<file path="config.mk">
export PLATFORM = sky130hd
export DESIGN_NAME = mpeg_audio_header_decoder_flat
export DESIGN_NICKNAME = d
export VERILOG_FILES = /design/src/sv/mahd_pkg.sv /design/src/sv/mahd_ifs.sv /design/src/sv/mpeg_audio_header_decoder.sv /design/src/sv/mahd_front.sv /design/src/sv/mahd_fifo.sv /design/src/sv/mahd_back.sv /design/src/flat_wrapper.sv
export SDC_FILE = /design/constraint.sdc
export NUM_CORES = 1
export LEC_CHECK = 0
export BUFFER_PORTS_ARGS = -buffer_cell sky130_fd_sc_hd__buf_2
export CELL_PAD_IN_SITES_DETAIL_PLACEMENT = 1
export CELL_PAD_IN_SITES_GLOBAL_PLACEMENT = 1
export CORE_ASPECT_RATIO = 0.7
export CORE_MARGIN = 8
export CORE_UTILIZATION = 35
export DETAILED_ROUTE_END_ITERATION = 12
export PLACE_DENSITY_LB_ADDON = 0.1
export REMOVE_ABC_BUFFERS = 1
export SETUP_SLACK_MARGIN = 0.5
export SLEW_MARGIN = 40
export SYNTH_ARGS = -nofsm -noshare
export SYNTH_HDL_FRONTEND = slang
export SYNTH_SLANG_ARGS = --single-unit
</file>
<file path="constraint.sdc">
create_clock -name clk -period 20.7 [get_ports clk]
set_clock_uncertainty 0.15 [all_clocks]
set_input_delay 3.105 -clock clk [delete_from_list [all_inputs] [get_ports clk]]
set_output_delay 3.105 -clock clk [all_outputs]
set_load 0.03 [all_outputs]
</file>
<file path="src/sv/mahd_pkg.sv">
// Package for the MPEG audio header decoder: item and result types,
// bitrate and sample-rate tables, and the constants of the length divider.
// No dependencies.
`timescale 1ns / 1ps
`default_nettype none

package mahd_pkg;

  localparam logic [31:0] SYNC_MASK       = 32'hffe0_0000;
  localparam int          QUEUE_DEPTH_DEF = 2;

  // Frame length for a 44.1 kHz family rate is floor(160 * P / 147); the
  // reciprocal of 147 is scaled by 2^27 and pre-multiplied by 160.
  localparam int          DIV_SHIFT      = 27;
  localparam logic [27:0] DIV_RECIP_X160 = 28'd146087360;
  localparam logic [10:0] FRAME_BYTES_MAX = 11'd2047;

  localparam logic [1:0] VER_MPEG1  = 2'd0;
  localparam logic [1:0] VER_MPEG2  = 2'd1;
  localparam logic [1:0] VER_RSVD   = 2'd2;
  localparam logic [1:0] VER_MPEG25 = 2'd3;

  localparam logic [1:0] FIDX_44K = 2'd0;
  localparam logic [1:0] FIDX_48K = 2'd1;
  localparam logic [1:0] FIDX_32K = 2'd2;
  localparam logic [1:0] FIDX_RSVD = 2'd3;

  localparam logic [1:0] MODE_SINGLE_CH = 2'd3;

  localparam logic [8:0] RATE_TAB [6][16] = '{
    '{9'd0, 9'd32, 9'd64, 9'd96, 9'd128, 9'd160, 9'd192, 9'd224,
      9'd256, 9'd288, 9'd320, 9'd352, 9'd384, 9'd416, 9'd448, 9'd0},
    '{9'd0, 9'd32, 9'd48, 9'd56, 9'd64, 9'd80, 9'd96, 9'd112,
      9'd128, 9'd160, 9'd192, 9'd224, 9'd256, 9'd320, 9'd384, 9'd0},
    '{9'd0, 9'd32, 9'd40, 9'd48, 9'd56, 9'd64, 9'd80, 9'd96,
      9'd112, 9'd128, 9'd160, 9'd192, 9'd224, 9'd256, 9'd320, 9'd0},
    '{9'd0, 9'd32, 9'd48, 9'd56, 9'd64, 9'd80, 9'd96, 9'd112,
      9'd128, 9'd144, 9'd160, 9'd176, 9'd192, 9'd224, 9'd256, 9'd0},
    '{9'd0, 9'd8, 9'd16, 9'd24, 9'd32, 9'd40, 9'd48, 9'd56,
      9'd64, 9'd80, 9'd96, 9'd112, 9'd128, 9'd144, 9'd160, 9'd0},
    '{9'd0, 9'd8, 9'd16, 9'd24, 9'd32, 9'd40, 9'd48, 9'd56,
      9'd64, 9'd80, 9'd96, 9'd112, 9'd128, 9'd144, 9'd160, 9'd0}
  };

  // Classified word handed from the front end to the length unit.
  typedef struct packed {
    logic        header_valid;
    logic [1:0]  version_code;
    logic [1:0]  layer_number;
    logic [15:0] sample_rate_hz;
    logic [8:0]  bitrate_kbps;
    logic [1:0]  chan_mode;
    logic [1:0]  channel_count;
    logic [10:0] frame_samples;
    logic        padding_flag;
    logic [2:0]  len_mult;
    logic [1:0]  freq_index;
  } mahd_item_t;

  typedef struct packed {
    logic        header_valid;
    logic [1:0]  version_code;
    logic [1:0]  layer_number;
    logic [15:0] sample_rate_hz;
    logic [8:0]  bitrate_kbps;
    logic [1:0]  chan_mode;
    logic [1:0]  channel_count;
    logic [10:0] frame_samples;
    logic [10:0] frame_bytes;
    logic        padding_flag;
  } mahd_result_t;

  function automatic logic [8:0] rate_kbps(input logic [2:0] row, input logic [3:0] idx);
    logic [8:0] val;
    val = 9'd0;
    if (row <= 3'd5) begin
      val = RATE_TAB[row][idx];
    end
    return val;
  endfunction

  function automatic logic [15:0] freq_hz(input logic [1:0] ver, input logic [1:0] fidx);
    logic [15:0] hz;
    hz = 16'd0;
    unique case ({ver, fidx})
      {VER_MPEG1, FIDX_44K}:  hz = 16'd44100;
      {VER_MPEG1, FIDX_48K}:  hz = 16'd48000;
      {VER_MPEG1, FIDX_32K}:  hz = 16'd32000;
      {VER_MPEG2, FIDX_44K}:  hz = 16'd22050;
      {VER_MPEG2, FIDX_48K}:  hz = 16'd24000;
      {VER_MPEG2, FIDX_32K}:  hz = 16'd16000;
      {VER_MPEG25, FIDX_44K}: hz = 16'd11025;
      {VER_MPEG25, FIDX_48K}: hz = 16'd12000;
      {VER_MPEG25, FIDX_32K}: hz = 16'd8000;
      default:                hz = 16'd0;
    endcase
    return hz;
  endfunction

endpackage

`default_nettype wire

</file>
<file path="src/sv/mahd_ifs.sv">
// Channel interfaces of the MPEG audio header decoder: header words in,
// decoded results out. No dependencies.
`timescale 1ns / 1ps
`default_nettype none

interface mahd_in_if;
  logic        valid;
  logic        ready;
  logic [31:0] header_word;
  modport source (output valid, output header_word, input ready);
  modport sink (input valid, input header_word, output ready);
endinterface

interface mahd_out_if;
  logic        valid;
  logic        ready;
  logic        header_valid;
  logic [1:0]  version_code;
  logic [1:0]  layer_number;
  logic [15:0] sample_rate_hz;
  logic [8:0]  bitrate_kbps;
  logic [1:0]  chan_mode;
  logic [1:0]  channel_count;
  logic [10:0] frame_samples;
  logic [10:0] frame_bytes;
  logic        padding_flag;
  modport source (output valid, output header_valid, output version_code,
                  output layer_number, output sample_rate_hz, output bitrate_kbps,
                  output chan_mode, output channel_count, output frame_samples,
                  output frame_bytes, output padding_flag, input ready);
  modport sink (input valid, input header_valid, input version_code,
                input layer_number, input sample_rate_hz, input bitrate_kbps,
                input chan_mode, input channel_count, input frame_samples,
                input frame_bytes, input padding_flag, output ready);
endinterface

`default_nettype wire

</file>
<file path="src/sv/mpeg_audio_header_decoder.sv">
// MPEG audio frame header decoder: one header word in, one decoded word out.
// Throughput is one word per cycle while the output is ready, the length unit
// being a two-stage multiply pipeline behind a short queue.
// Reset clears the valid flags and the queue count; payload is not reset.
// Depends on mahd_pkg, mahd_ifs, mahd_front, mahd_fifo and mahd_back.
`timescale 1ns / 1ps
`default_nettype none

module mpeg_audio_header_decoder
  import mahd_pkg::*;
#(
  parameter int QUEUE_DEPTH = QUEUE_DEPTH_DEF
) (
  input  wire logic  clk,
  input  wire logic  rst_n,
  mahd_in_if.sink    in_if,
  mahd_out_if.source out_if
);

  logic         f_valid;
  logic         f_ready;
  mahd_item_t   f_item;
  logic         q_valid;
  logic         q_ready;
  mahd_item_t   q_item;
  mahd_result_t res;

  mahd_front u_front (
    .clk        (clk),
    .rst_n      (rst_n),
    .in_valid   (in_if.valid),
    .in_ready   (in_if.ready),
    .in_word    (in_if.header_word),
    .item_valid (f_valid),
    .item_ready (f_ready),
    .item       (f_item)
  );

  mahd_fifo #(
    .DEPTH (QUEUE_DEPTH)
  ) u_fifo (
    .clk        (clk),
    .rst_n      (rst_n),
    .push_valid (f_valid),
    .push_ready (f_ready),
    .push_item  (f_item),
    .pop_valid  (q_valid),
    .pop_ready  (q_ready),
    .pop_item   (q_item)
  );

  mahd_back u_back (
    .clk        (clk),
    .rst_n      (rst_n),
    .item_valid (q_valid),
    .item_ready (q_ready),
    .item       (q_item),
    .res_valid  (out_if.valid),
    .res_ready  (out_if.ready),
    .res        (res)
  );

  assign out_if.header_valid   = res.header_valid;
  assign out_if.version_code   = res.version_code;
  assign out_if.layer_number   = res.layer_number;
  assign out_if.sample_rate_hz = res.sample_rate_hz;
  assign out_if.bitrate_kbps   = res.bitrate_kbps;
  assign out_if.chan_mode      = res.chan_mode;
  assign out_if.channel_count  = res.channel_count;
  assign out_if.frame_samples  = res.frame_samples;
  assign out_if.frame_bytes    = res.frame_bytes;
  assign out_if.padding_flag   = res.padding_flag;

endmodule

`default_nettype wire

</file>
<file path="src/sv/mahd_front.sv">
// Front end of the MPEG audio header decoder: checks and splits each header
// word into a registered item. Depends on mahd_pkg.
`timescale 1ns / 1ps
`default_nettype none

module mahd_front
  import mahd_pkg::*;
(
  input  wire logic        clk,
  input  wire logic        rst_n,
  input  wire logic        in_valid,
  output      logic        in_ready,
  input  wire logic [31:0] in_word,
  output      logic        item_valid,
  input  wire logic        item_ready,
  output      mahd_item_t  item
);

  logic       valid_r;
  mahd_item_t item_r;
  mahd_item_t dec;
  logic [1:0] fidx;
  logic [1:0] lay;
  logic [1:0] ver;
  logic [2:0] row;
  logic [10:0] spf_base;

  always_comb begin
    fidx     = in_word[11:10];
    lay      = 2'(3'd4 - {1'b0, in_word[18:17]});
    ver      = 2'd3 - in_word[20:19];
    row      = 3'd2;
    spf_base = (lay > 2'd1) ? 11'd1152 : 11'd384;
    dec      = '0;
    if (lay == 2'd0) begin
      row = 3'd2;
    end else if (ver == VER_MPEG1) begin
      row = {1'b0, lay} - 3'd1;
    end else begin
      row = {1'b0, lay} + 3'd2;
    end
    if ((in_word & SYNC_MASK) == SYNC_MASK && fidx != FIDX_RSVD && ver != VER_RSVD) begin
      dec.header_valid   = 1'b1;
      dec.version_code   = ver;
      dec.layer_number   = lay;
      dec.sample_rate_hz = freq_hz(ver, fidx);
      dec.bitrate_kbps   = rate_kbps(row, in_word[15:12]);
      dec.chan_mode      = in_word[7:6];
      dec.channel_count  = (in_word[7:6] == MODE_SINGLE_CH) ? 2'd1 : 2'd2;
      dec.padding_flag   = in_word[9];
      dec.freq_index     = fidx;
      unique case (ver)
        VER_MPEG2: begin
          dec.frame_samples = spf_base >> 1;
          dec.len_mult      = (lay == 2'd1) ? 3'd1 : 3'd3;
        end
        VER_MPEG25: begin
          dec.frame_samples = spf_base >> 2;
          dec.len_mult      = (lay == 2'd1) ? 3'd2 : 3'd6;
        end
        default: begin
          dec.frame_samples = spf_base;
          dec.len_mult      = (lay == 2'd1) ? 3'd1 : 3'd3;
        end
      endcase
    end
  end

  assign in_ready   = !valid_r || item_ready;
  assign item_valid = valid_r;
  assign item       = item_r;

  always_ff @(posedge clk) begin
    if (!rst_n) begin
      valid_r <= 1'b0;
    end else if (in_ready) begin
      valid_r <= in_valid;
    end
  end

  always_ff @(posedge clk) begin
    if (in_valid && in_ready) begin
      item_r <= dec;
    end
  end

endmodule

`default_nettype wire

</file>
<file path="src/sv/mahd_fifo.sv">
// Short queue between the front end and the length unit of the MPEG audio
// header decoder. Depends on mahd_pkg.
`timescale 1ns / 1ps
`default_nettype none

module mahd_fifo
  import mahd_pkg::*;
#(
  parameter int DEPTH = QUEUE_DEPTH_DEF
) (
  input  wire logic       clk,
  input  wire logic       rst_n,
  input  wire logic       push_valid,
  output      logic       push_ready,
  input  wire mahd_item_t push_item,
  output      logic       pop_valid,
  input  wire logic       pop_ready,
  output      mahd_item_t pop_item
);

  localparam int PW = (DEPTH > 1) ? $clog2(DEPTH) : 1;
  localparam int CW = $clog2(DEPTH + 1);

  mahd_item_t    mem_r [DEPTH];
  logic [PW-1:0] wr_ptr_r;
  logic [PW-1:0] rd_ptr_r;
  logic [CW-1:0] count_r;
  logic          push;
  logic          pop;

  assign push_ready = (count_r != CW'(DEPTH));
  assign pop_valid  = (count_r != '0);
  assign pop_item   = mem_r[rd_ptr_r];
  assign push       = push_valid && push_ready;
  assign pop        = pop_valid && pop_ready;

  always_ff @(posedge clk) begin
    if (!rst_n) begin
      wr_ptr_r <= '0;
      rd_ptr_r <= '0;
      count_r  <= '0;
    end else begin
      if (push) begin
        wr_ptr_r <= (wr_ptr_r == PW'(DEPTH - 1)) ? '0 : wr_ptr_r + 1'b1;
      end
      if (pop) begin
        rd_ptr_r <= (rd_ptr_r == PW'(DEPTH - 1)) ? '0 : rd_ptr_r + 1'b1;
      end
      if (push && !pop) begin
        count_r <= count_r + 1'b1;
      end else if (pop && !push) begin
        count_r <= count_r - 1'b1;
      end
    end
  end

  always_ff @(posedge clk) begin
    if (push) begin
      mem_r[wr_ptr_r] <= push_item;
    end
  end

endmodule

`default_nettype wire

</file>
<file path="src/sv/mahd_back.sv">
// Length unit of the MPEG audio header decoder: two-stage multiply and
// division for the frame length (by reciprocal for the 44.1 kHz family),
// ending in the output register. Depends on mahd_pkg.
`timescale 1ns / 1ps
`default_nettype none

module mahd_back
  import mahd_pkg::*;
(
  input  wire logic         clk,
  input  wire logic         rst_n,
  input  wire logic         item_valid,
  output      logic         item_ready,
  input  wire mahd_item_t   item,
  output      logic         res_valid,
  input  wire logic         res_ready,
  output      mahd_result_t res
);

  logic         va_r;
  mahd_item_t   a_item_r;
  logic [11:0]  a_prod_r;
  logic         vb_r;
  mahd_result_t res_r;
  logic         rdy_a;
  logic         rdy_b;
  logic [39:0]  recip_prod;
  logic [12:0]  quot;
  logic [12:0]  with_pad;
  logic [10:0]  bytes;

  assign rdy_b      = !vb_r || res_ready;
  assign rdy_a      = !va_r || rdy_b;
  assign item_ready = rdy_a;
  assign res_valid  = vb_r;
  assign res        = res_r;

  always_comb begin
    recip_prod = 40'(a_prod_r) * 40'(DIV_RECIP_X160);
    quot       = 13'd0;
    case (a_item_r.freq_index)
      FIDX_44K: quot = 13'(recip_prod >> DIV_SHIFT);
      FIDX_48K: quot = {1'b0, a_prod_r};
      FIDX_32K: quot = 13'(({1'b0, a_prod_r, 1'b0} + {2'b00, a_prod_r}) >> 1);
      default:  quot = 13'd0;
    endcase
    with_pad = quot + {12'd0, a_item_r.padding_flag};
    if (a_item_r.bitrate_kbps == 9'd0) begin
      bytes = 11'd0;
    end else if (with_pad > {2'b00, FRAME_BYTES_MAX}) begin
      bytes = FRAME_BYTES_MAX;
    end else begin
      bytes = with_pad[10:0];
    end
  end

  always_ff @(posedge clk) begin
    if (!rst_n) begin
      va_r <= 1'b0;
      vb_r <= 1'b0;
    end else begin
      if (rdy_a) begin
        va_r <= item_valid;
      end
      if (rdy_b) begin
        vb_r <= va_r;
      end
    end
  end

  always_ff @(posedge clk) begin
    if (item_valid && rdy_a) begin
      a_item_r <= item;
      a_prod_r <= {9'd0, item.len_mult} * {3'd0, item.bitrate_kbps};
    end
    if (va_r && rdy_b) begin
      res_r.header_valid   <= a_item_r.header_valid;
      res_r.version_code   <= a_item_r.version_code;
      res_r.layer_number   <= a_item_r.layer_number;
      res_r.sample_rate_hz <= a_item_r.sample_rate_hz;
      res_r.bitrate_kbps   <= a_item_r.bitrate_kbps;
      res_r.chan_mode      <= a_item_r.chan_mode;
      res_r.channel_count  <= a_item_r.channel_count;
      res_r.frame_samples  <= a_item_r.frame_samples;
      res_r.frame_bytes    <= bytes;
      res_r.padding_flag   <= a_item_r.padding_flag;
    end
  end

`ifndef SYNTHESIS
  a_stage_advances: assert property (@(posedge clk) disable iff (!rst_n)
    (va_r && rdy_b) |=> vb_r)
    else $error("length stage lost a word");

  a_invalid_is_zero: assert property (@(posedge clk) disable iff (!rst_n)
    (vb_r && !res_r.header_valid) |-> (res_r.frame_bytes == 11'd0
      && res_r.sample_rate_hz == 16'd0 && res_r.channel_count == 2'd0))
    else $error("rejected header carries non-zero fields");

  a_zero_rate_zero_len: assert property (@(posedge clk) disable iff (!rst_n)
    (vb_r && res_r.bitrate_kbps == 9'd0) |-> (res_r.frame_bytes == 11'd0))
    else $error("frame length non-zero at zero bitrate");
`endif

endmodule

`default_nettype wire
</file>
<file path="src/flat_wrapper.sv">
// flat-port wrapper written by rule: the top's interface ports become plain ports
module mpeg_audio_header_decoder_flat import mahd_pkg::*;
#(
  parameter int QUEUE_DEPTH = QUEUE_DEPTH_DEF
)
  (clk, rst_n, in_if_valid, in_if_header_word, in_if_ready, out_if_valid, out_if_header_valid, out_if_version_code, out_if_layer_number, out_if_sample_rate_hz, out_if_bitrate_kbps, out_if_chan_mode, out_if_channel_count, out_if_frame_samples, out_if_frame_bytes, out_if_padding_flag, out_if_ready);
  mahd_in_if in_if_i ();
  mahd_out_if out_if_i ();
  input  wire logic clk;
  input  wire logic rst_n;
  input wire logic [$bits(in_if_i.valid)-1:0] in_if_valid;
  input wire logic [$bits(in_if_i.header_word)-1:0] in_if_header_word;
  output wire logic [$bits(in_if_i.ready)-1:0] in_if_ready;
  output wire logic [$bits(out_if_i.valid)-1:0] out_if_valid;
  output wire logic [$bits(out_if_i.header_valid)-1:0] out_if_header_valid;
  output wire logic [$bits(out_if_i.version_code)-1:0] out_if_version_code;
  output wire logic [$bits(out_if_i.layer_number)-1:0] out_if_layer_number;
  output wire logic [$bits(out_if_i.sample_rate_hz)-1:0] out_if_sample_rate_hz;
  output wire logic [$bits(out_if_i.bitrate_kbps)-1:0] out_if_bitrate_kbps;
  output wire logic [$bits(out_if_i.chan_mode)-1:0] out_if_chan_mode;
  output wire logic [$bits(out_if_i.channel_count)-1:0] out_if_channel_count;
  output wire logic [$bits(out_if_i.frame_samples)-1:0] out_if_frame_samples;
  output wire logic [$bits(out_if_i.frame_bytes)-1:0] out_if_frame_bytes;
  output wire logic [$bits(out_if_i.padding_flag)-1:0] out_if_padding_flag;
  input wire logic [$bits(out_if_i.ready)-1:0] out_if_ready;
  assign in_if_i.valid = in_if_valid;
  assign in_if_i.header_word = in_if_header_word;
  assign in_if_ready = in_if_i.ready;
  assign out_if_valid = out_if_i.valid;
  assign out_if_header_valid = out_if_i.header_valid;
  assign out_if_version_code = out_if_i.version_code;
  assign out_if_layer_number = out_if_i.layer_number;
  assign out_if_sample_rate_hz = out_if_i.sample_rate_hz;
  assign out_if_bitrate_kbps = out_if_i.bitrate_kbps;
  assign out_if_chan_mode = out_if_i.chan_mode;
  assign out_if_channel_count = out_if_i.channel_count;
  assign out_if_frame_samples = out_if_i.frame_samples;
  assign out_if_frame_bytes = out_if_i.frame_bytes;
  assign out_if_padding_flag = out_if_i.padding_flag;
  assign out_if_i.ready = out_if_ready;
  mpeg_audio_header_decoder #(.QUEUE_DEPTH(QUEUE_DEPTH)) u_core (.clk(clk), .rst_n(rst_n), .in_if(in_if_i), .out_if(out_if_i));
endmodule
</file>
==> results.txt <==
status -> completed
worst hold path class -> flip-flop to flip-flop
CTS tree -> yes
grt ovf -> 0
Netlist Area Pre-Place -> 13000 um2
core area -> 36900 um2
RR Startpoint -> u_core.u_back.a_prod_r[10]$_DFFE_PP_
Core Rows -> 59
Max Fanout on Critical Path -> 11
Rel. slew slack -> 0.502
DIE AREA -> 43700 um2
#FFs+latches synth -> 225
HPWL after DPL -> 23100 um
Critical Path Max Stage Delay -> 0.67 ns
Slew @ Worst Pin -> 0.744 ns
I/O Buffers -> 77
Pre-antenna DRT Iters -> 5
Die Width -> 246 um
register area share after synthesis -> 0.514
latest clock arrival within the worst-skew pair -> 0.53 ns
Async SR Flop Fraction -> 0
Starting DRT DRC Count -> 372
Placed Cells incl. Taps -> 1566
Hold Fails Final Rpt -> 0
Setup Viol. Count Final -> 0
WL/cell -> 19.2 um
CTS H-Tree Depth -> 1
Netlist cell types -> 72
Longest Clk Path Bufs -> 3
Post-Synthesis Cells -> 1023
Worst-path clk slew -> 0.06 ns
Num CTS Buffers -> 24
critical path class -> flip-flop to flip-flop
max cap viols -> 0
CP Capture Type -> flip-flop
f_max -> 125 MHz
synth warn -> 0
Final Max Tran Viols -> 0
gpl congestion -> 0.827
Synth-to-Final Area Change -> 12.8%
RSZ-0062 raised after global routing -> no
min Tclk post-route -> 8.00 ns
EDFF count, synth -> 217
Global Route Usage Sum -> 0.144
total negative slack -> 0 ns
largest net degree at the start of global routing -> 49
global-route wire length before repair -> 49500 um
vias in the first global route -> 8686
Commonest cells post-synth -> edfxtp_1 (217), ha_1 (116), inv_1 (107)
CTS hold repair buffers -> 0
top cells by area, synth -> edfxtp_1 (50%), ha_1 (11%), fa_1 (8.8%)
Synth Area per Inst -> 12.7 um2
aggregate routed wire length -> 31000 um
Yosys top cell area share -> 0.501
CTS sink count -> 225
post-CTS setup buffers -> 0
critical path arrival -> 8.08 ns
antenna-violating nets left -> 0
Via density -> 4.97
count leader, synth -> edfxtp_1
Setup crit start -> u_core.u_back.a_prod_r[10]$_DFFE_PP_
Initial Utilization -> 0.352
critical path required time -> 20.78 ns
I/O pins -> 95
Via Count -> 7990
final worst path period share -> 0.386
Remaining DRCs -> 0
CP most frequent cell -> ha_1
CTS root buf -> clkbuf_16
Min-Delay Startpoint -> u_core.u_back.a_item_r[43]$_DFFE_PP_
most area-hungry cell type in the Yosys netlist -> edfxtp_1
Fill cells -> 3947
die height -> 177 um
post_cts resized -> 0
layout cells sized above 1 -> 0.166
critical path's top delay family -> adder cells
CP Buf/Inv Count -> 2
CP max-delay cell -> edfxtp_1
Finished Layout Cells -> 1609
Top FF cell, synth -> edfxtp_1
startpoint types -> flip-flop
initial antenna violation count -> 0
Diodes inserted -> 0
NumNets Final -> 1313
final timing paths:
check | endpoint | slack, ns | cells after the start
worst max-delay path | u_core.u_back.res[7]$_SDFFCE_PN0P_ | 12.70 | 25
worst max register to register | u_core.u_back.res[7]$_SDFFCE_PN0P_ | 12.70 | 25
worst min register to register | u_core.u_back.res[49]$_DFFE_PP_ | 0.27 | 0
worst min-delay path | u_core.u_back.res[49]$_DFFE_PP_ | 0.27 | 0
per-stage QoR:
stage                util  hold WS [ns]  setup slack (ns)  area [um2]
floorplan               -         0.250             13.73       12800
global placement    0.377         0.252             12.47       13900
detailed placement  0.377         0.255             12.45       13900
CTS                 0.397         0.273             12.44       14600
global route        0.397         0.282             12.18       14700
finish              0.397         0.272             12.70       14700
cell families after synthesis:
logic type | count (synthesis) | share of synthesized area
buffers and inverters | 145 | 0.0456
xor gates and xnor gates | 31 | 0.0209
other | 1 | 0.000288
DFF | 225 | 0.514
adders and majority gates | 173 | 0.199
AOI/OAI and AO/OA | 182 | 0.0944
muxes | 51 | 0.0435
and+or+nand+nor | 215 | 0.0822
routing by layer:
metal,share of wire,routed length (um),vias up,track usage
li1,-,-,3855,-
met5,0,0,-,0
met1,0.52,16100,3976,0.215
met4,0.013,398,0,0.0247
met2,0.43,13400,133,0.223
met3,0.034,1060,26,0.0208
cells in the final DEF, fill, tap and decap left out, drive strengths merged, types with 7 or more instances in the layout:
cell type,count
xnor2,18
mux2,44
nand3,10
conb,9
a21oi,55
nand2,56
fa,57
o21ai,29
dfxtp,8
nor2,61
o211ai,9
ha,116
a211oi,12
inv,108
buf,85
a31oi,11
and3,9
xor2,13
o21a,8
a21o,11
clkbuf,29
edfxtp,217
nand4,8
clkinv,10
mux2i,7
nor3,20
and2,17
state kept, by name, summed over array words and instances (netlist names), named ones only:
signal,count
u_core.u_fifo.mem_r,82
u_core.u_back.res_valid,1
u_core.u_fifo.wr_ptr_r,1
u_core.u_fifo.count_r,2
u_core.u_back.res,47
u_core.u_front.item_valid,1
u_core.u_fifo.rd_ptr_r,1
u_core.u_back.a_item_r,38
u_core.u_front.item,41
u_core.u_back.va_r,1
u_core.u_back.a_prod_r,9
cell type report:
class	count	area, um2	area share
Clock buffer	29	619	0.0423
Clock inverter	14	121	0.00828
Inverter	107	402	0.0274
Multi-Input combinational cell	661	5790	0.395
Sequential cell	225	6680	0.456
Tap cell	488	611	0.0417
Timing Repair Buffer	85	442	0.0301
Power is not shown: default switching activity piles up to over one toggle a cycle in this logic, so the estimate is an artifact.
